**src/rtl/psft_pkg.sv**
```systemverilog
// Shared package for the phase-selectable FIR with threshold.
// Holds field widths, scaling constants, codes and word types.
// No dependencies; every other file but psft_stream_if imports it.
package psft_pkg;

    // Default sizes, handed to the top level parameters
    localparam int TAPS_DEF  = 64;
    localparam int BANKS_DEF = 8;

    // Field widths
    localparam int SAMPLE_W   = 8;
    localparam int LINE_W     = 9;
    localparam int COEF_W     = 24;
    localparam int BANK_W     = 3;
    localparam int INDEX_W    = 6;
    localparam int LEVEL_W    = 12;
    localparam int PHASE_W    = 3;
    localparam int CFG_IDX_W  = 2;
    localparam int CFG_DATA_W = 12;
    localparam int PROD_W     = COEF_W + LINE_W;

    // Level = floor(acc * 4095 / (255 * 2^20)) = floor(acc * 273 / (17 * 2^20))
    localparam int SCALE_NUM    = 273;
    localparam int SCALE_NUM_W  = 9;
    localparam int SCALE_SHIFT  = 20;
    localparam int SCALE_DEN    = 17;
    // Quotient before the divide by 17 saturates at 4096 * 17
    localparam int QUOT_W       = 17;
    localparam int QUOT_LIMIT   = 69632;
    // 3855 / 65536 is just under 1/17, the estimate is short by at most one
    localparam int RECIP_DEN    = 3855;
    localparam int RECIP_W      = 12;
    localparam int RECIP_SHIFT  = 16;
    localparam int EST_W        = QUOT_W + RECIP_W - RECIP_SHIFT;

    localparam logic [LEVEL_W-1:0] LEVEL_MAX       = 12'd4095;
    localparam logic [LEVEL_W-1:0] INTENSITY_LEVEL = 12'd400;

    // Input word commands
    typedef enum logic {
        CMD_FILTER = 1'b0,
        CMD_LOAD   = 1'b1
    } t_cmd;

    // Configuration register indexes
    typedef enum logic [CFG_IDX_W-1:0] {
        CFG_PHASE  = 2'd0,
        CFG_THRESH = 2'd1,
        CFG_MODE   = 2'd2
    } t_cfg_idx;

    // Control sequencer states
    typedef enum logic [2:0] {
        ST_IDLE,
        ST_RUN,
        ST_DRAIN,
        ST_SCALE,
        ST_PUT
    } t_state;

    typedef struct packed {
        logic                       cmd;
        logic [SAMPLE_W-1:0]        sample;
        logic [BANK_W-1:0]          coef_bank;
        logic [INDEX_W-1:0]         coef_index;
        logic signed [COEF_W-1:0]   coef_value;
    } t_in_word;

    typedef struct packed {
        logic [LEVEL_W-1:0] stim_level;
        logic               above_threshold;
    } t_out_word;

    typedef struct packed {
        logic [CFG_IDX_W-1:0]  reg_index;
        logic [CFG_DATA_W-1:0] reg_data;
    } t_cfg_word;

    // Per-tap control that travels alongside the memory read data
    typedef struct packed {
        logic vld;
        logic zero;
        logic last;
    } t_tap_ctl;

    // Center a raw sample: x = 2*s - 255, exact in 9-bit two's complement
    function automatic logic signed [LINE_W-1:0] center(input logic [SAMPLE_W-1:0] s);
        logic [LINE_W-1:0] dbl;
        dbl = {s, 1'b0};
        return $signed(dbl - LINE_W'(255));
    endfunction

endpackage

```
**src/rtl/psft_mac.sv**
```systemverilog
// Shared multiply-accumulate: one coefficient times one sample per cycle.
// Registered product, then accumulate. Uses psft_pkg.
module psft_mac import psft_pkg::*; #(
    parameter int ACC_W = PROD_W + $clog2(TAPS_DEF)
) (
    input  logic                     i_clk,
    input  logic                     i_rst_n,
    input  logic                     i_clear,
    input  t_tap_ctl                 i_ctl,
    input  logic signed [COEF_W-1:0] i_coef,
    input  logic signed [LINE_W-1:0] i_sample,
    output logic signed [ACC_W-1:0]  o_acc,
    output logic                     o_done
);
    logic signed [PROD_W-1:0] r_prod;
    logic signed [PROD_W-1:0] n_prod;
    t_tap_ctl                 r_ctl;
    logic signed [ACC_W-1:0]  r_acc;
    logic                     r_done;

    // Drop taps whose delay entry has not been filled since reset
    always_comb begin
        n_prod = PROD_W'(i_coef) * PROD_W'(i_sample);
        if (i_ctl.zero) begin
            n_prod = '0;
        end
    end

    always_ff @(posedge i_clk) begin
        r_prod <= n_prod;
    end

    always_ff @(posedge i_clk) begin
        if (!i_rst_n) begin
            r_ctl  <= '0;
            r_done <= 1'b0;
        end else begin
            r_ctl  <= i_ctl;
            r_done <= r_ctl.vld && r_ctl.last;
        end
    end

    // Accumulate; clear when a new filter word starts
    always_ff @(posedge i_clk) begin
        if (i_clear) begin
            r_acc <= '0;
        end else if (r_ctl.vld) begin
            r_acc <= r_acc + ACC_W'(r_prod);
        end
    end

    assign o_acc  = r_acc;
    assign o_done = r_done;
endmodule

```
**config.mk**
```make
export PLATFORM = sky130hd
export DESIGN_NAME = psft_mac
export DESIGN_NICKNAME = d
export VERILOG_FILES = /design/src/rtl/psft_pkg.sv /design/src/rtl/psft_mac.sv
export SDC_FILE = /design/constraint.sdc
export NUM_CORES = 1
export LEC_CHECK = 0
export ABC_AREA = 1
export BUFFER_PORTS_ARGS = -buffer_cell sky130_fd_sc_hd__buf_4
export CORE_MARGIN = 3
export CORE_UTILIZATION = 60
export CTS_CLUSTER_DIAMETER = 120
export DETAILED_ROUTE_END_ITERATION = 6
export PLACE_DENSITY = 0.77
export SKIP_CTS_REPAIR_TIMING = 1
export SLEW_MARGIN = 25
export SYNTH_ARGS = -nofsm -noshare
export SYNTH_HDL_FRONTEND = slang
export SYNTH_SLANG_ARGS = --single-unit
```
**constraint.sdc**
```tcl
create_clock -name i_clk -period 6.9 [get_ports i_clk]
set_input_delay 0.69 -clock i_clk [delete_from_list [all_inputs] [get_ports i_clk]]
set_output_delay 0.69 -clock i_clk [all_outputs]
set_load 0.1 [all_outputs]
```
==> flow_summary.ini <==
[worst_hold_path]
holdCritStartpoint = r_ctl[0]$_SDFF_PN0_
hold_class = flip-flop to flip-flop
min_path_cells = 1
hold_end = o_done$_SDFF_PN0_

[die]
ios = 79
core_area_um2 = 19800
die_y_um = 150
initial_core_util = 0.624
die_x_um = 150
rows = 51
dieArea_um2 = 22400

[cts]
cts_root_buf = clkbuf_16
clk_latency_ns = 0.34
cts_tree = built
clock_path_buffers = 2
cts_max_level = 3
cts.clk_slew.worst_paths_ns = 0.06
cts_buffers = 9
clkSinkCount = 75

[setup_path]
r2r_end = o_acc[32]$_SDFFE_PP0P_
crit-reg2reg-launch = o_acc[0]$_SDFFE_PP0P_
critical_path_class = input port to flip-flop
endpoint_kind = flip-flop
rr_worst_depth = 12
worstPathArrival_ns = 5.71
cp_max_fo = 24
startpoint_type = input port
rrSetupSlack_ns = 4.51
required_ns = 7.17

[final_layout]
fin_area_um2 = 13400
stdcell_count = 2084
layout_common_cells = nand2_1 (448), inv_1 (374), nor2_1 (202)
multiInputGateArea_um2 = 9280
nFillCells = 1750
diodes = 0
nNetsFinal = 2135
post-route-util = 0.676
drive_above_1_share = 0.0660
area_delta_synth_final_pct = 8.21
regArea_um2 = 1500
final_common_cell = nand2_1

[placed_design]
io_buffers = 78
dp_hpwl_mm = 25.8
preCtsSetupSlack_ns = 1.15
gp_congestion = 0.947
place_area_um2 = 13100
placed_cells = 2068

[synthesis]
yosys_warnings = 0
syn_nets = 2101
synth_seq_cells = 75
avgSynthCellArea_um2 = 6.96
syn-cell-area_um2 = 12400
ys_seq_area_frac = 0.121
ys_types = 41
syn_inst = 1780

[sta]
setup_viol = 0
max_slew_margin = 0.481
worst_hold_slack_ns = 0.463
post-route-min-period_ns = 5.44
drv_slew = 0
rsz0062_at_grt = false
setup_ws_ns = 1.46
finalClockSkew_ns = 0.0115
finalSetupTns_ns = 0
fin_crit_sh = 0.789
hold_viol = 0
tightest_slew_ns = 0.778
timing.fmax_ghz = 0.184

[global_routing]
grt_pass1_wl_mm = 52.4
grt_usage = 0.289
grt-ovfl-total = 0
antenna_found_initial = 0
first_global_vias = 11000
grt_max_degree = 63

[power]
p_seq_frac = 0.114
power.switching_mw = 3.02
clkPwrFrac = 0.089
swShare = 0.566
p_int_mw = 2.32
power_mw = 5.34
pwr-share-comb = 0.796
vdd_ir_drop_max_v = 0.000177
p_leak_nw = 7.81
powerDensity_nw_per_um2 = 398

[route]
drtIter0Drc = 643
wl_per_cell_um = 14.8
dr.pass1.iters = 5
routed_via_density = 5.28
drc = 0
wirelength_mm = 30.9
vias = 11000
ant_nets = 0

[outcome]
status = complete, no violations

[job]
cap_violations = 0
-- power groups by stage --
stage	registers [mW]	clock network, mW	logic, mW
after floorplan	0.758	0	3.07
after global placement	0.617	0	4.16
after detailed placement	0.619	0	4.20
after CTS	0.609	0.483	4.24
after global routing	0.619	0.505	4.90
final	0.610	0.477	4.25
-- how the worst max path moves through the flow --
stage	start	endpoint	slack, ns	depth (start not counted)
after floorplan	i_coef[23]	r_prod[31]$_SDFF_PP0_	1.85	18
after global placement	i_sample[8]	r_prod[20]$_SDFF_PP0_	1.21	17
after detailed placement	i_sample[8]	r_prod[20]$_SDFF_PP0_	1.15	17
after CTS	i_sample[8]	r_prod[20]$_SDFF_PP0_	1.49	17
after global routing	i_sample[8]	r_prod[20]$_SDFF_PP0_	1.17	17
final	i_sample[8]	r_prod[20]$_SDFF_PP0_	1.46	17
-- worst max-delay path, cell delays in order --
cell and delay [ns]:
buf_4 0.13, inv_1 0.56, or2_2 0.24, fa_1 0.43, fa_1 0.50, inv_1 0.05, fa_1 0.50, fa_1 0.42
fa_1 0.38, ha_1 0.36, a21oi_1 0.21, o21ai_0 0.16, nor2_1 0.35, o21ai_0 0.22, a21oi_1 0.25, o21ai_0 0.10
a21oi_1 0.15
-- synthesized netlist by cell type (all sizes together) --
cell	n	area (µm²)
a21boi	1	7.51
a21o	5	37.5
a21oi	102	518
a31o	2	17.5
a31oi	2	12.5
and2	2	12.5
and3	1	6.26
and3b	1	8.76
buf	3	12.5
clkbuf	53	199
dfxtp	75	1500
fa	176	3520
ha	106	1330
inv	374	1400
nand2	450	1690
nand3	58	310
nand3b	2	15.0
nand4	8	50.1
nor2	204	776
nor3	12	60.1
nor3b	2	20.0
nor4	1	6.26
o211ai	5	42.5
o21a	5	37.5
o21ai	85	433
o21bai	9	67.6
o221ai	2	17.5
or2	9	56.3
xnor2	7	61.3
xor2	18	158
-- kinds of logic (layout without fill, tap and decap cells) --
group / count (synthesis) / count (layout) / synth area share
fa+ha+maj: 282 / 282 / 0.391
simple gates: 750 / 750 / 0.243
buf+inv: 430 / 469 / 0.130
flops: 75 / 75 / 0.121
xor+xnor: 25 / 25 / 0.0177
compound gates: 218 / 218 / 0.0961
-- sequential cells by signal, summed over array words and instances (netlist names) --
register,count
o_done,1
r_prod,33
o_acc,39
r_ctl,2
-- layer usage --
metal  vias to the layer above  share of wire  track usage  wire (µm)
li1                       5459              -            -          -
met4                         0          0.025       0.0801        786
met3                        55          0.074       0.0403       2280
met2                       407           0.47        0.486      14400
met5                         -              0            0          0
met1                      5074           0.43        0.395      13400
-- final cells by class --
| cell class | count | area share |
|---|---|---|
| flip-flops and latches | 75 | 0.112 |
| multi-input cells | 1275 | 0.692 |
| well taps | 265 | 0.0247 |
| clock buffers | 9 | 0.0168 |
| inverters | 374 | 0.105 |
| repair buffers | 79 | 0.0442 |
| clock inverters | 7 | 0.00579 |
Power figures use the tool's default switching activity.
