File: src/rtl/psft_pkg.sv
// Shared package for the phase-selectable FIR with threshold.
// Holds field widths, scaling constants, codes and word types.
// No dependencies; every other file but psft_stream_if imports it.
package psft_pkg;

    // Default sizes, handed to the top level parameters
    localparam int TAPS_DEF  = 64;
    localparam int BANKS_DEF = 8;

    // Field widths
    localparam int SAMPLE_W   = 8;
    localparam int LINE_W     = 9;
    localparam int COEF_W     = 24;
    localparam int BANK_W     = 3;
    localparam int INDEX_W    = 6;
    localparam int LEVEL_W    = 12;
    localparam int PHASE_W    = 3;
    localparam int CFG_IDX_W  = 2;
    localparam int CFG_DATA_W = 12;
    localparam int PROD_W     = COEF_W + LINE_W;

    // Level = floor(acc * 4095 / (255 * 2^20)) = floor(acc * 273 / (17 * 2^20))
    localparam int SCALE_NUM    = 273;
    localparam int SCALE_NUM_W  = 9;
    localparam int SCALE_SHIFT  = 20;
    localparam int SCALE_DEN    = 17;
    // Quotient before the divide by 17 saturates at 4096 * 17
    localparam int QUOT_W       = 17;
    localparam int QUOT_LIMIT   = 69632;
    // 3855 / 65536 is just under 1/17, the estimate is short by at most one
    localparam int RECIP_DEN    = 3855;
    localparam int RECIP_W      = 12;
    localparam int RECIP_SHIFT  = 16;
    localparam int EST_W        = QUOT_W + RECIP_W - RECIP_SHIFT;

    localparam logic [LEVEL_W-1:0] LEVEL_MAX       = 12'd4095;
    localparam logic [LEVEL_W-1:0] INTENSITY_LEVEL = 12'd400;

    // Input word commands
    typedef enum logic {
        CMD_FILTER = 1'b0,
        CMD_LOAD   = 1'b1
    } t_cmd;

    // Configuration register indexes
    typedef enum logic [CFG_IDX_W-1:0] {
        CFG_PHASE  = 2'd0,
        CFG_THRESH = 2'd1,
        CFG_MODE   = 2'd2
    } t_cfg_idx;

    // Control sequencer states
    typedef enum logic [2:0] {
        ST_IDLE,
        ST_RUN,
        ST_DRAIN,
        ST_SCALE,
        ST_PUT
    } t_state;

    typedef struct packed {
        logic                       cmd;
        logic [SAMPLE_W-1:0]        sample;
        logic [BANK_W-1:0]          coef_bank;
        logic [INDEX_W-1:0]         coef_index;
        logic signed [COEF_W-1:0]   coef_value;
    } t_in_word;

    typedef struct packed {
        logic [LEVEL_W-1:0] stim_level;
        logic               above_threshold;
    } t_out_word;

    typedef struct packed {
        logic [CFG_IDX_W-1:0]  reg_index;
        logic [CFG_DATA_W-1:0] reg_data;
    } t_cfg_word;

    // Per-tap control that travels alongside the memory read data
    typedef struct packed {
        logic vld;
        logic zero;
        logic last;
    } t_tap_ctl;

    // Center a raw sample: x = 2*s - 255, exact in 9-bit two's complement
    function automatic logic signed [LINE_W-1:0] center(input logic [SAMPLE_W-1:0] s);
        logic [LINE_W-1:0] dbl;
        dbl = {s, 1'b0};
        return $signed(dbl - LINE_W'(255));
    endfunction

endpackage

File: src/rtl/psft_line_mem.sv
// Sample delay line held as a circular buffer in a synchronous memory.
// A fill count stands in for the all-zero reset. Uses psft_pkg.
module psft_line_mem import psft_pkg::*; #(
    parameter int TAPS = TAPS_DEF
) (
    input  logic                     i_clk,
    input  logic                     i_rst_n,
    input  logic                     i_push,
    input  logic signed [LINE_W-1:0] i_word,
    input  logic                     i_step,
    output logic signed [LINE_W-1:0] o_rd_data,
    output logic [$clog2(TAPS+1)-1:0] o_fill
);
    localparam int PTR_W  = $clog2(TAPS);
    localparam int FILL_W = $clog2(TAPS+1);

    logic signed [LINE_W-1:0] r_mem [TAPS];
    logic signed [LINE_W-1:0] r_rd_data;
    logic [PTR_W-1:0]         r_wr_ptr;
    logic [PTR_W-1:0]         r_rd_ptr;
    logic [FILL_W-1:0]        r_fill;
    logic [PTR_W-1:0]         n_wr_ptr;
    logic [PTR_W-1:0]         n_rd_dec;

    // Advance and retreat with wrap at the line depth
    always_comb begin
        n_wr_ptr = (r_wr_ptr == PTR_W'(TAPS-1)) ? '0 : r_wr_ptr + PTR_W'(1);
        n_rd_dec = (r_rd_ptr == '0) ? PTR_W'(TAPS-1) : r_rd_ptr - PTR_W'(1);
    end

    // Write the newest sample, read one entry per cycle
    always_ff @(posedge i_clk) begin
        if (i_push) begin
            r_mem[n_wr_ptr] <= i_word;
        end
        r_rd_data <= r_mem[r_rd_ptr];
    end

    // Pointers and fill count; the read pointer restarts at the newest entry
    always_ff @(posedge i_clk) begin
        if (!i_rst_n) begin
            r_wr_ptr <= '0;
            r_rd_ptr <= '0;
            r_fill   <= '0;
        end else if (i_push) begin
            r_wr_ptr <= n_wr_ptr;
            r_rd_ptr <= n_wr_ptr;
            if (r_fill != FILL_W'(TAPS)) begin
                r_fill <= r_fill + FILL_W'(1);
            end
        end else if (i_step) begin
            r_rd_ptr <= n_rd_dec;
        end
    end

    assign o_rd_data = r_rd_data;
    assign o_fill    = r_fill;
endmodule

File: config.mk
export PLATFORM = sky130hd
export DESIGN_NAME = psft_line_mem
export DESIGN_NICKNAME = d
export VERILOG_FILES = /design/src/rtl/psft_pkg.sv /design/src/rtl/psft_line_mem.sv
export SDC_FILE = /design/constraint.sdc
export NUM_CORES = 1
export LEC_CHECK = 0
export CAP_MARGIN = 10
export CELL_PAD_IN_SITES_DETAIL_PLACEMENT = 1
export CELL_PAD_IN_SITES_GLOBAL_PLACEMENT = 1
export CORE_UTILIZATION = 45
export CTS_CLUSTER_SIZE = 10
export DETAILED_ROUTE_END_ITERATION = 6
export DONT_BUFFER_PORTS = 1
export GPL_ROUTABILITY_DRIVEN = 0
export GPL_TIMING_DRIVEN = 0
export PLACE_DENSITY = 0.79
export SLEW_MARGIN = 20
export SYNTH_ARGS = -nofsm -noshare
export SYNTH_HDL_FRONTEND = slang
export SYNTH_SLANG_ARGS = --single-unit
export TNS_END_PERCENT = 50
File: constraint.sdc
create_clock -name i_clk -period 2.81 [get_ports i_clk]
set_input_delay 0.1405 -clock i_clk [delete_from_list [all_inputs] [get_ports i_clk]]
set_output_delay 0.1405 -clock i_clk [all_outputs]
set_load 0.02 [all_outputs]
==> run metrics <==
status finished, violations left; failing checks negative setup slack; vias in the first global route 14,053; layout cell share with drive strength beyond 1 30.4%; vias 13,377; multi-input logic area 6170 um^2; Clock transition at path regs 0.05 ns; Post-Syn Nets between 1,000 and 1,500; die height 232 um; Arrival @ worst endpoint 3.13 ns; PD cells just under 700 nW/um^2; final instance area 28,700 um^2; CTS tree done; EDFF count, synth 576; Pint between 15,000 and 20,000 uW; I/O pin total 29; post-synth top area cell edfxtp_1; routed wl met2 approximately 34,000 um; CTS Buf Count 70; commonest non-fill, non-tap cell in the layout edfxtp_1; Clk Latency, worst-skew pair 0.63 ns; area delta synth->final 20.6%; met3 wire length 6160 um; initial antenna violation count 3; Worst VDD drop 0.000359 V; R2R cell count 5; synth top area cells edfxtp_1 (73%), mux4_2 (12%), mux2i_1 (3.2%); P_sw 4660 uW; Vias/cell 6.37; Distinct cells, synth between 50 and 60; worst slack, placed -0.882 ns; maximum root-to-sink buffer count 3; RSZ-0062 raised after global routing yes; Fillers 4,522; root buffer cell clkbuf_16; Detailed Routing Iterations Pass 1 5; Clk pwr share about two fifths; total track usage 26.2%; post-layout min period approximately 2.9 ns; Max-slew headroom 39.4%; Initial Utilization 46.0%; Synth Cell Area 23,800 um^2; Fin. Hold Viols 0; maximum operating frequency ~0.35 GHz; kind of critical path reg -> reg; Post-Synthesis Cells 1,227; Async SR Flop Fraction 0%; grt total ovfl 0; CP required 3.05 ns; Synth top area share 72.8%; Final nets 1,398; Num Clock Sinks 604; drt total wl 70,700 um; Routed WL per cell about 34 um; crit path capture type flip-flop; Routed Antenna Nets 0; die area ~54,000 um^2; crit-path max cell delay a little over 0.6 ns; Core ar. just over 50,000 um^2; count of max-cap constraint violations 0; largest net degree at the start of global routing 65; most frequent cells in the layout edfxtp_1 (576), mux4_2 (122), mux2i_1 (71), clkbuf_16 (71), nor2_4 (64); Clock Skews 0.0412 ns; Seq pwr share 50.5%; first-pass GRT wire length around 99,000 um; dpl cells 1,907; YS warnings 0; Critical Path Start Type flip-flop; num rows 83; Switching Share 23.5%; Tcrit/Tclk final 103%; worst setup margin -0.0750 ns; HP Class in -> reg; M1 WL 26,600 um; final setup violation count 55; Max Transition Viols Final 0; die width 232 um; Slowest cell on crit path nand2_2; Highest Signal Layer met5; worst-margin pin slew a little over 0.9 ns; CP Cell Sequence clkbuf_1 > and3_1 > a31oi_1 > nand2_2 > nor2_4; top_reg_cell synth edfxtp_1; WHS Path Cells 3; number of synthesized register bits 604; number of remaining DRC errors 0; CP Max Fanout 9; non-filler cells, final about 2,100; dpl hpwl 39,300 um; Logic pwr share under 10%; Final Util between 50% and 60%; P_leak 0.00892 uW; Avg Inst Size Synth about 19 um^2; register area 17,900 um^2; Cell Area, Placed 24,600 um^2; H-tree depth 3; PortBufs 0; Seq/Total Area, Yosys 75.1%; drt initial violations 1,749
cells in the mapped netlist (7+ instances only):
cell type / n
edfxtp_1: 576
mux4_2: 122
nor2_1: 96
mux2i_1: 75
nand2_1: 52
dfxtp_1: 28
buf_2: 25
clkbuf_1: 24
o221ai_1: 19
nand3_1: 18
o21ai_0: 16
a21oi_1: 14
nor2b_1: 14
a21boi_0: 10
inv_1: 10
buf_4: 9
a31oi_1: 8
and2_1: 8
mux2_2: 8
xnor2_1: 8
a31o_2: 7
cells by family (layout without fill, tap and decap cells):
| logic type | after synthesis | after routing | share of synthesized area [%] |
|---|---|---|---|
| DFF | 604 | 604 | 75.1 |
| and+or+nand+nor | 216 | 216 | 4.05 |
| muxes | 205 | 205 | 15.1 |
| AOI/OAI and AO/OA | 109 | 109 | 3.39 |
| buffers and inverters | 77 | 270 | 1.68 |
| xor gates and xnor gates | 11 | 11 | 0.405 |
| adders and majority gates | 5 | 5 | 0.263 |
| other | 0 | 1 | 0 |
critical path, delay by kind of cell, from the launching register on:
family / cells / cell delay, ns
compound gates: 1 / 0.58
simple gates: 3 / 1.43
flops: 1 / 0.30
buf+inv: 1 / 0.22
sequential cells by signal, indices dropped and copies added, names as in the netlist:
name	cells
r_mem	576
o_rd_data	9
r_wr_ptr	6
o_fill	7
r_rd_ptr	6
repair_timing:
action | CTS | global route
hold endpoints to repair | 592 | 0
hold buffers | 20 | 0
cloned | 0 | 0
setup buffers | 52 | 14
gates resized for setup | 161 | 37
pin swaps | 33 | 15
setup endpoints to repair | 584 | 510
metal layers:
metal	vias up	global-route usage, %
met2	818	42.3
met1	7037	34.4
met3	214	5.76
li1	5302	-
met5	-	0
met4	6	10.8
per-stage QoR:
stage | total power, uW | hold slack [ns] | setup TNS [ns]
global placement | 11400 | 0.248 | -203.17
finish | 19800 | 0.199 | -2.20
global route | 20300 | 0.186 | -9.85
floorplan | 11000 | 0.239 | 0
CTS | 19700 | 0.112 | -9.80
detailed placement | 11500 | 0.245 | -315.05
final timing paths:
kind                                               start                       end  slack, ns
worst min-delay path                              i_step  r_rd_ptr[0]$_SDFFE_PN0P_       0.20
worst max register to register  r_wr_ptr[4]$_SDFFE_PN0P_    r_mem[47][8]$_DFFE_PP_      -0.08
worst min register to register  r_wr_ptr[0]$_SDFFE_PN0P_  r_wr_ptr[0]$_SDFFE_PN0P_       0.61
worst max-delay path            r_wr_ptr[4]$_SDFFE_PN0P_    r_mem[47][8]$_DFFE_PP_      -0.08
final cells by class:
| cell class | count | area share, % |
|---|---|---|
| Antenna cell | 1 | 0.00873 |
| Clock inverter | 2 | 0.0480 |
| Timing Repair Buffer | 86 | 4.90 |
| Sequential cell | 604 | 62.3 |
| Buffer | 62 | 1.41 |
| Tap cell | 680 | 2.97 |
| Multi-Input combinational cell | 546 | 21.5 |
| Inverter | 10 | 0.131 |
| Clock buffer | 110 | 6.71 |
power groups by stage:
stage / logic, uW / clock network (uW) / registers, uW
2_1_floorplan: 833 / 0 / 10200
3_3_place_gp: 1230 / 0 / 10200
3_5_place_dp: 1270 / 0 / 10200
4_1_cts: 1550 / 8150 / 10000
5_1_grt: 1710 / 8540 / 10000
6_report: 1660 / 8160 / 10000
Power figures use the tool's default switching activity.
