**config.mk**
```make
export PLATFORM = sky130hd
export DESIGN_NAME = psft_scale
export DESIGN_NICKNAME = d
export VERILOG_FILES = /design/src/rtl/psft_pkg.sv /design/src/rtl/psft_scale.sv
export SDC_FILE = /design/constraint.sdc
export NUM_CORES = 1
export LEC_CHECK = 0
export ABC_AREA = 1
export BUFFER_PORTS_ARGS = -buffer_cell sky130_fd_sc_hd__buf_2
export CAP_MARGIN = 40
export CORE_MARGIN = 5
export CORE_UTILIZATION = 58
export CTS_CLUSTER_SIZE = 20
export DETAILED_ROUTE_END_ITERATION = 7
export PLACE_DENSITY = 0.79
export SETUP_SLACK_MARGIN = 0.4
export SLEW_MARGIN = 25
export SYNTH_ARGS = -nofsm -noshare
export SYNTH_HDL_FRONTEND = slang
export SYNTH_SLANG_ARGS = --single-unit
```
**constraint.sdc**
```tcl
create_clock -name i_clk -period 4.57 [get_ports i_clk]
set_input_delay 0 -clock i_clk [delete_from_list [all_inputs] [get_ports i_clk]]
set_output_delay 0 -clock i_clk [all_outputs]
set_load 0.005 [all_outputs]
```
**src/rtl/psft_pkg.sv**
```systemverilog
// Shared package for the phase-selectable FIR with threshold.
// Holds field widths, scaling constants, codes and word types.
// No dependencies; every other file but psft_stream_if imports it.
package psft_pkg;

    // Default sizes, handed to the top level parameters
    localparam int TAPS_DEF  = 64;
    localparam int BANKS_DEF = 8;

    // Field widths
    localparam int SAMPLE_W   = 8;
    localparam int LINE_W     = 9;
    localparam int COEF_W     = 24;
    localparam int BANK_W     = 3;
    localparam int INDEX_W    = 6;
    localparam int LEVEL_W    = 12;
    localparam int PHASE_W    = 3;
    localparam int CFG_IDX_W  = 2;
    localparam int CFG_DATA_W = 12;
    localparam int PROD_W     = COEF_W + LINE_W;

    // Level = floor(acc * 4095 / (255 * 2^20)) = floor(acc * 273 / (17 * 2^20))
    localparam int SCALE_NUM    = 273;
    localparam int SCALE_NUM_W  = 9;
    localparam int SCALE_SHIFT  = 20;
    localparam int SCALE_DEN    = 17;
    // Quotient before the divide by 17 saturates at 4096 * 17
    localparam int QUOT_W       = 17;
    localparam int QUOT_LIMIT   = 69632;
    // 3855 / 65536 is just under 1/17, the estimate is short by at most one
    localparam int RECIP_DEN    = 3855;
    localparam int RECIP_W      = 12;
    localparam int RECIP_SHIFT  = 16;
    localparam int EST_W        = QUOT_W + RECIP_W - RECIP_SHIFT;

    localparam logic [LEVEL_W-1:0] LEVEL_MAX       = 12'd4095;
    localparam logic [LEVEL_W-1:0] INTENSITY_LEVEL = 12'd400;

    // Input word commands
    typedef enum logic {
        CMD_FILTER = 1'b0,
        CMD_LOAD   = 1'b1
    } t_cmd;

    // Configuration register indexes
    typedef enum logic [CFG_IDX_W-1:0] {
        CFG_PHASE  = 2'd0,
        CFG_THRESH = 2'd1,
        CFG_MODE   = 2'd2
    } t_cfg_idx;

    // Control sequencer states
    typedef enum logic [2:0] {
        ST_IDLE,
        ST_RUN,
        ST_DRAIN,
        ST_SCALE,
        ST_PUT
    } t_state;

    typedef struct packed {
        logic                       cmd;
        logic [SAMPLE_W-1:0]        sample;
        logic [BANK_W-1:0]          coef_bank;
        logic [INDEX_W-1:0]         coef_index;
        logic signed [COEF_W-1:0]   coef_value;
    } t_in_word;

    typedef struct packed {
        logic [LEVEL_W-1:0] stim_level;
        logic               above_threshold;
    } t_out_word;

    typedef struct packed {
        logic [CFG_IDX_W-1:0]  reg_index;
        logic [CFG_DATA_W-1:0] reg_data;
    } t_cfg_word;

    // Per-tap control that travels alongside the memory read data
    typedef struct packed {
        logic vld;
        logic zero;
        logic last;
    } t_tap_ctl;

    // Center a raw sample: x = 2*s - 255, exact in 9-bit two's complement
    function automatic logic signed [LINE_W-1:0] center(input logic [SAMPLE_W-1:0] s);
        logic [LINE_W-1:0] dbl;
        dbl = {s, 1'b0};
        return $signed(dbl - LINE_W'(255));
    endfunction

endpackage

```
**src/rtl/psft_scale.sv**
```systemverilog
// Scales the accumulated sum to a 12-bit level and applies the threshold.
// Four register stages; divide by 17 by reciprocal plus one correction. Uses psft_pkg.
module psft_scale import psft_pkg::*; #(
    parameter int ACC_W = PROD_W + $clog2(TAPS_DEF)
) (
    input  logic                     i_clk,
    input  logic                     i_rst_n,
    input  logic                     i_start,
    input  logic signed [ACC_W-1:0]  i_acc,
    input  logic [LEVEL_W-1:0]       i_thresh,
    input  logic                     i_mode,
    output t_out_word                o_res,
    output logic                     o_done
);
    localparam int POS_W = ACC_W - 1;
    localparam int P_W   = POS_W + SCALE_NUM_W;
    localparam int QF_W  = P_W - SCALE_SHIFT;
    localparam int RP_W  = QUOT_W + RECIP_W;

    logic [POS_W-1:0]  acc_pos;
    logic [P_W-1:0]    r_p;
    logic [QF_W-1:0]   quot_full;
    logic [QUOT_W-1:0] r_q;
    logic [QUOT_W-1:0] r_q3;
    logic              r_sat;
    logic              r_sat3;
    logic [RP_W-1:0]   recip_prod;
    logic [EST_W-1:0]  r_est;
    logic [QUOT_W-1:0] rem;
    logic [LEVEL_W-1:0] level;
    logic              above;
    t_out_word         n_res;
    t_out_word         r_res;
    logic              r_v1;
    logic              r_v2;
    logic              r_v3;
    logic              r_done;

    // Stage 1: clamp negative sums to zero, multiply by 273
    assign acc_pos = i_acc[ACC_W-1] ? '0 : i_acc[POS_W-1:0];

    always_ff @(posedge i_clk) begin
        r_p <= P_W'(acc_pos) * P_W'(SCALE_NUM);
    end

    // Stage 2: drop the 20 fraction bits, flag saturation
    assign quot_full = r_p[P_W-1:SCALE_SHIFT];

    always_ff @(posedge i_clk) begin
        r_sat <= (quot_full >= QF_W'(QUOT_LIMIT));
        r_q   <= quot_full[QUOT_W-1:0];
    end

    // Stage 3: estimate the quotient by 17
    assign recip_prod = RP_W'(r_q) * RP_W'(RECIP_DEN);

    always_ff @(posedge i_clk) begin
        r_est  <= recip_prod[RP_W-1:RECIP_SHIFT];
        r_q3   <= r_q;
        r_sat3 <= r_sat;
    end

    // Stage 4: correct the estimate, threshold and select the output
    always_comb begin
        rem   = r_q3 - QUOT_W'(QUOT_W'(r_est) * QUOT_W'(SCALE_DEN));
        level = r_est[LEVEL_W-1:0] + LEVEL_W'(rem >= QUOT_W'(SCALE_DEN));
        above = r_sat3 || (level > i_thresh);
        n_res.above_threshold = above;
        if (!above) begin
            n_res.stim_level = '0;
        end else if (i_mode) begin
            n_res.stim_level = INTENSITY_LEVEL;
        end else if (r_sat3) begin
            n_res.stim_level = LEVEL_MAX;
        end else begin
            n_res.stim_level = level;
        end
    end

    always_ff @(posedge i_clk) begin
        if (r_v3) begin
            r_res <= n_res;
        end
    end

    // Stage valids
    always_ff @(posedge i_clk) begin
        if (!i_rst_n) begin
            r_v1   <= 1'b0;
            r_v2   <= 1'b0;
            r_v3   <= 1'b0;
            r_done <= 1'b0;
        end else begin
            r_v1   <= i_start;
            r_v2   <= r_v1;
            r_v3   <= r_v2;
            r_done <= r_v3;
        end
    end

    assign o_res  = r_res;
    assign o_done = r_done;
endmodule

```
==> metrics.txt <==
status=complete, but fails checks; failing checks=setup timing; Critical Path Slowest Stage Cell=fa_1; Clock Sinks=between 90 and 100; FF+latch count, synth=between 90 and 100; drt pass-1 iters=6; vias in the first global route=~12k; Iter 0 DRT Violations=slightly below 800; Core ar.=21,700 sq um; Syn Area/Cell=between 7 and 8 sq um; final hold vios=0; worst r2r dst=o_res[1]; maximum clock frequency=between 200 and 250 MHz; num rows=between 50 and 60; largest net degree at the start of global routing=27; # H-tree levels=3; top fanout value on the critical path=6; CTS Root Cell=clkbuf_16; Cells after DPL=roughly 2.1k; Synth Cell Area=12,700 sq um; Hold Path Class=input port to flop; residual DRC count=0; post-route cell area=between 15,000 and 20,000 sq um; io pins=69; fraction of layout cells with a size suffix above 1=0.254; DRT Wirelength=approximately 35,000 microns; Ys Warns=0; worst reg2reg path depth=34; Clock Pin Slew Worst Setup and Hold Paths=approximately 0.07 ns; critical path depth=34; Die Y=roughly 160 microns; Final Cycle Share=1.09; WL/cell=16.2 microns; Clock Path Buffers=2; max-slew violations=0; placed cell areas=14,500 sq um; WP data required=between 4 and 5 ns; CP Launch Point=r_q3[5]; Setup crit end kind=flop; post-synth net total=between 2k and 2.5k; post-synthesis sequential area ratio=0.157; Detailed Place HPWL=28,400 microns; CP Class=flop to flop; Skew-Pair Late Insertion Delay=~0.35 ns; die width=between 150 and 200 microns; number of buffers and inverters on the critical path=6; delay-heaviest family, CP=adder cells; Final Instance Count excl. Fillers=between 2k and 2.5k; Post-layout nets=2,272; Layout fillers=around 1.6k; Initial Util=0.587; GPL Wtd Cong=between 0.9 and 1; maxcap violations=0; synthesis-to-layout area growth=26.3%; CTS tree=done; Tightest Pin Transition=around 0.72 ns; multi-input logic area=10,400 sq um; GRT Util Overall=0.276; Slew HR=0.517; first-pass GRT wire length=roughly 55,000 microns; via density per instance=between 5 and 6; via count=between 10k and 15k; Storage cell area=2030 sq um; Critical Path Max Stage Delay=roughly 0.51 ns; crit path to=o_res[1]; worst reg2reg setup slack=-0.40 ns; count of different cell masters after synthesis=a little under 50; Final Critical Period=4.97 ns; Post-Route Skew=between 0.01 and 0.015 ns; Post-Syn Instances=between 1.5k and 2k; startpoint types=flop; Setup WS post-layout=-0.404 ns; GRT overflow=0; initial antenna violation count=1; Reg2Reg Launch Point=r_q3[5]; Port Buf Inserts=between 60 and 70; post-route ant nets=0; Final Util=0.741; TritonCTS buffer count=9; Critical Path AT=approximately 5.2 ns; RSZ-0062 raised after global routing=true; Place WS=-0.643 ns; Setup Viol. Count Final=13; die area=25,000 sq um
-- per-stage QoR --
stage                     hold WS (ns)  TNS (ns)
after floorplan                 0.0935     -2.06
after global placement           0.184     -5.82
after detailed placement         0.180     -8.16
after CTS                       0.0396     -2.92
after global routing            0.0586     -7.72
final                           0.0314     -4.73
-- placed cells by master (no fill, tap or decap), types with 24 or more instances in the layout --
cell type and instances:
a21oi_1 62, nor2_2 24, buf_4 118, fa_1 87, nand3_1 48, buf_2 68, o21ai_0 31, a21oi_2 26
ha_4 37, xor2_1 24, ha_1 212, nand2_2 25, nand2_1 256, dfxtp_1 62, nor2_1 100, inv_1 376
-- kinds of logic (layout without fill, tap and decap cells) --
family,count (synthesis),in the layout,synth area share
flip-flops,93,93,0.157
buffers and inverters,402,620,0.119
AND/OR/NAND/NOR,540,541,0.185
other,0,1,0
XOR/XNOR,45,45,0.0321
AO/OA/AOI/OAI,213,213,0.0960
adder cells (fa/ha/maj),355,355,0.411
-- routing by layer --
metal	up-vias	GRT usage	part of all wire
met5	-	0	0
met4	0	0.119	0.050
met3	112	0.0323	0.038
met2	330	0.540	0.54
met1	5353	0.295	0.38
li1	5656	-	-
-- cells in the mapped netlist (all sizes together) --
master,n,area (sq um)
o21ai,60,304
clkbuf,2,7.51
xnor2,17,164
nor2,135,542
o211ai,4,30.0
a21boi,5,37.5
nand3,63,330
o211a,1,10.0
dfxtp,80,1600
o41ai,1,8.76
nand2,291,1110
a21o,9,67.6
and3,1,6.26
or2,1,6.26
a221oi,1,8.76
o21bai,13,101
and2,3,18.8
a31oi,11,83.8
buf,3,17.5
inv,397,1490
nand3b,6,45.0
nor4,8,83.8
xor2,28,245
nand4,17,134
ha,250,3130
fa,105,2100
o21a,10,75.1
a21oi,97,489
edfxtp,13,390
nor3,15,85.1
o22ai,1,6.26
-- worst min-delay path: cells and delay by family --
kind	cells	cell delay, ns
and+or+nand+nor	1	0.18
AOI/OAI and AO/OA	1	0.05
buffers and inverters	1	0.10
-- state kept, by name, summed over array words and instances, names as in the netlist --
signal	count
r_sat	1
r_est	13
r_q3	17
r_v2	1
r_v3	1
r_q	17
o_done	1
r_sat3	1
r_v1	1
o_res	13
r_p	27
-- worst min path at each step --
stage | slack (ns) | cells past startpoint | from | end
finish | 0.03 | 3 | i_acc[37] | r_p[46]
global route | 0.06 | 3 | i_acc[37] | r_p[46]
CTS | 0.04 | 3 | i_acc[37] | r_p[46]
detailed placement | 0.18 | 3 | i_start | r_v1
global placement | 0.18 | 3 | i_start | r_v1
floorplan | 0.09 | 2 | i_rst_n | o_done
-- area by class of cell --
| type | count | share of cell area |
|---|---|---|
| inverter | 397 | 0.0927 |
| multi-input combinational | 1154 | 0.649 |
| clock inverter | 6 | 0.00444 |
| antenna | 1 | 0.000156 |
| clock buffer | 10 | 0.0142 |
| tap | 280 | 0.0218 |
| timing repair buffer | 207 | 0.0913 |
| sequential | 93 | 0.127 |
-- what timing repair did --
item                                   CTS  global route
hold buffers                             3             0
endpoints found under the hold margin    4             0
setup endpoints to repair               26            26
buffers inserted                        20             7
pin swaps                              113            53
cloned                                   1             0
resized for setup                      167            78
Power is left out: the tool's default activity adds up to more than one toggle a clock period on the data nets, which glitch-free logic cannot reach.
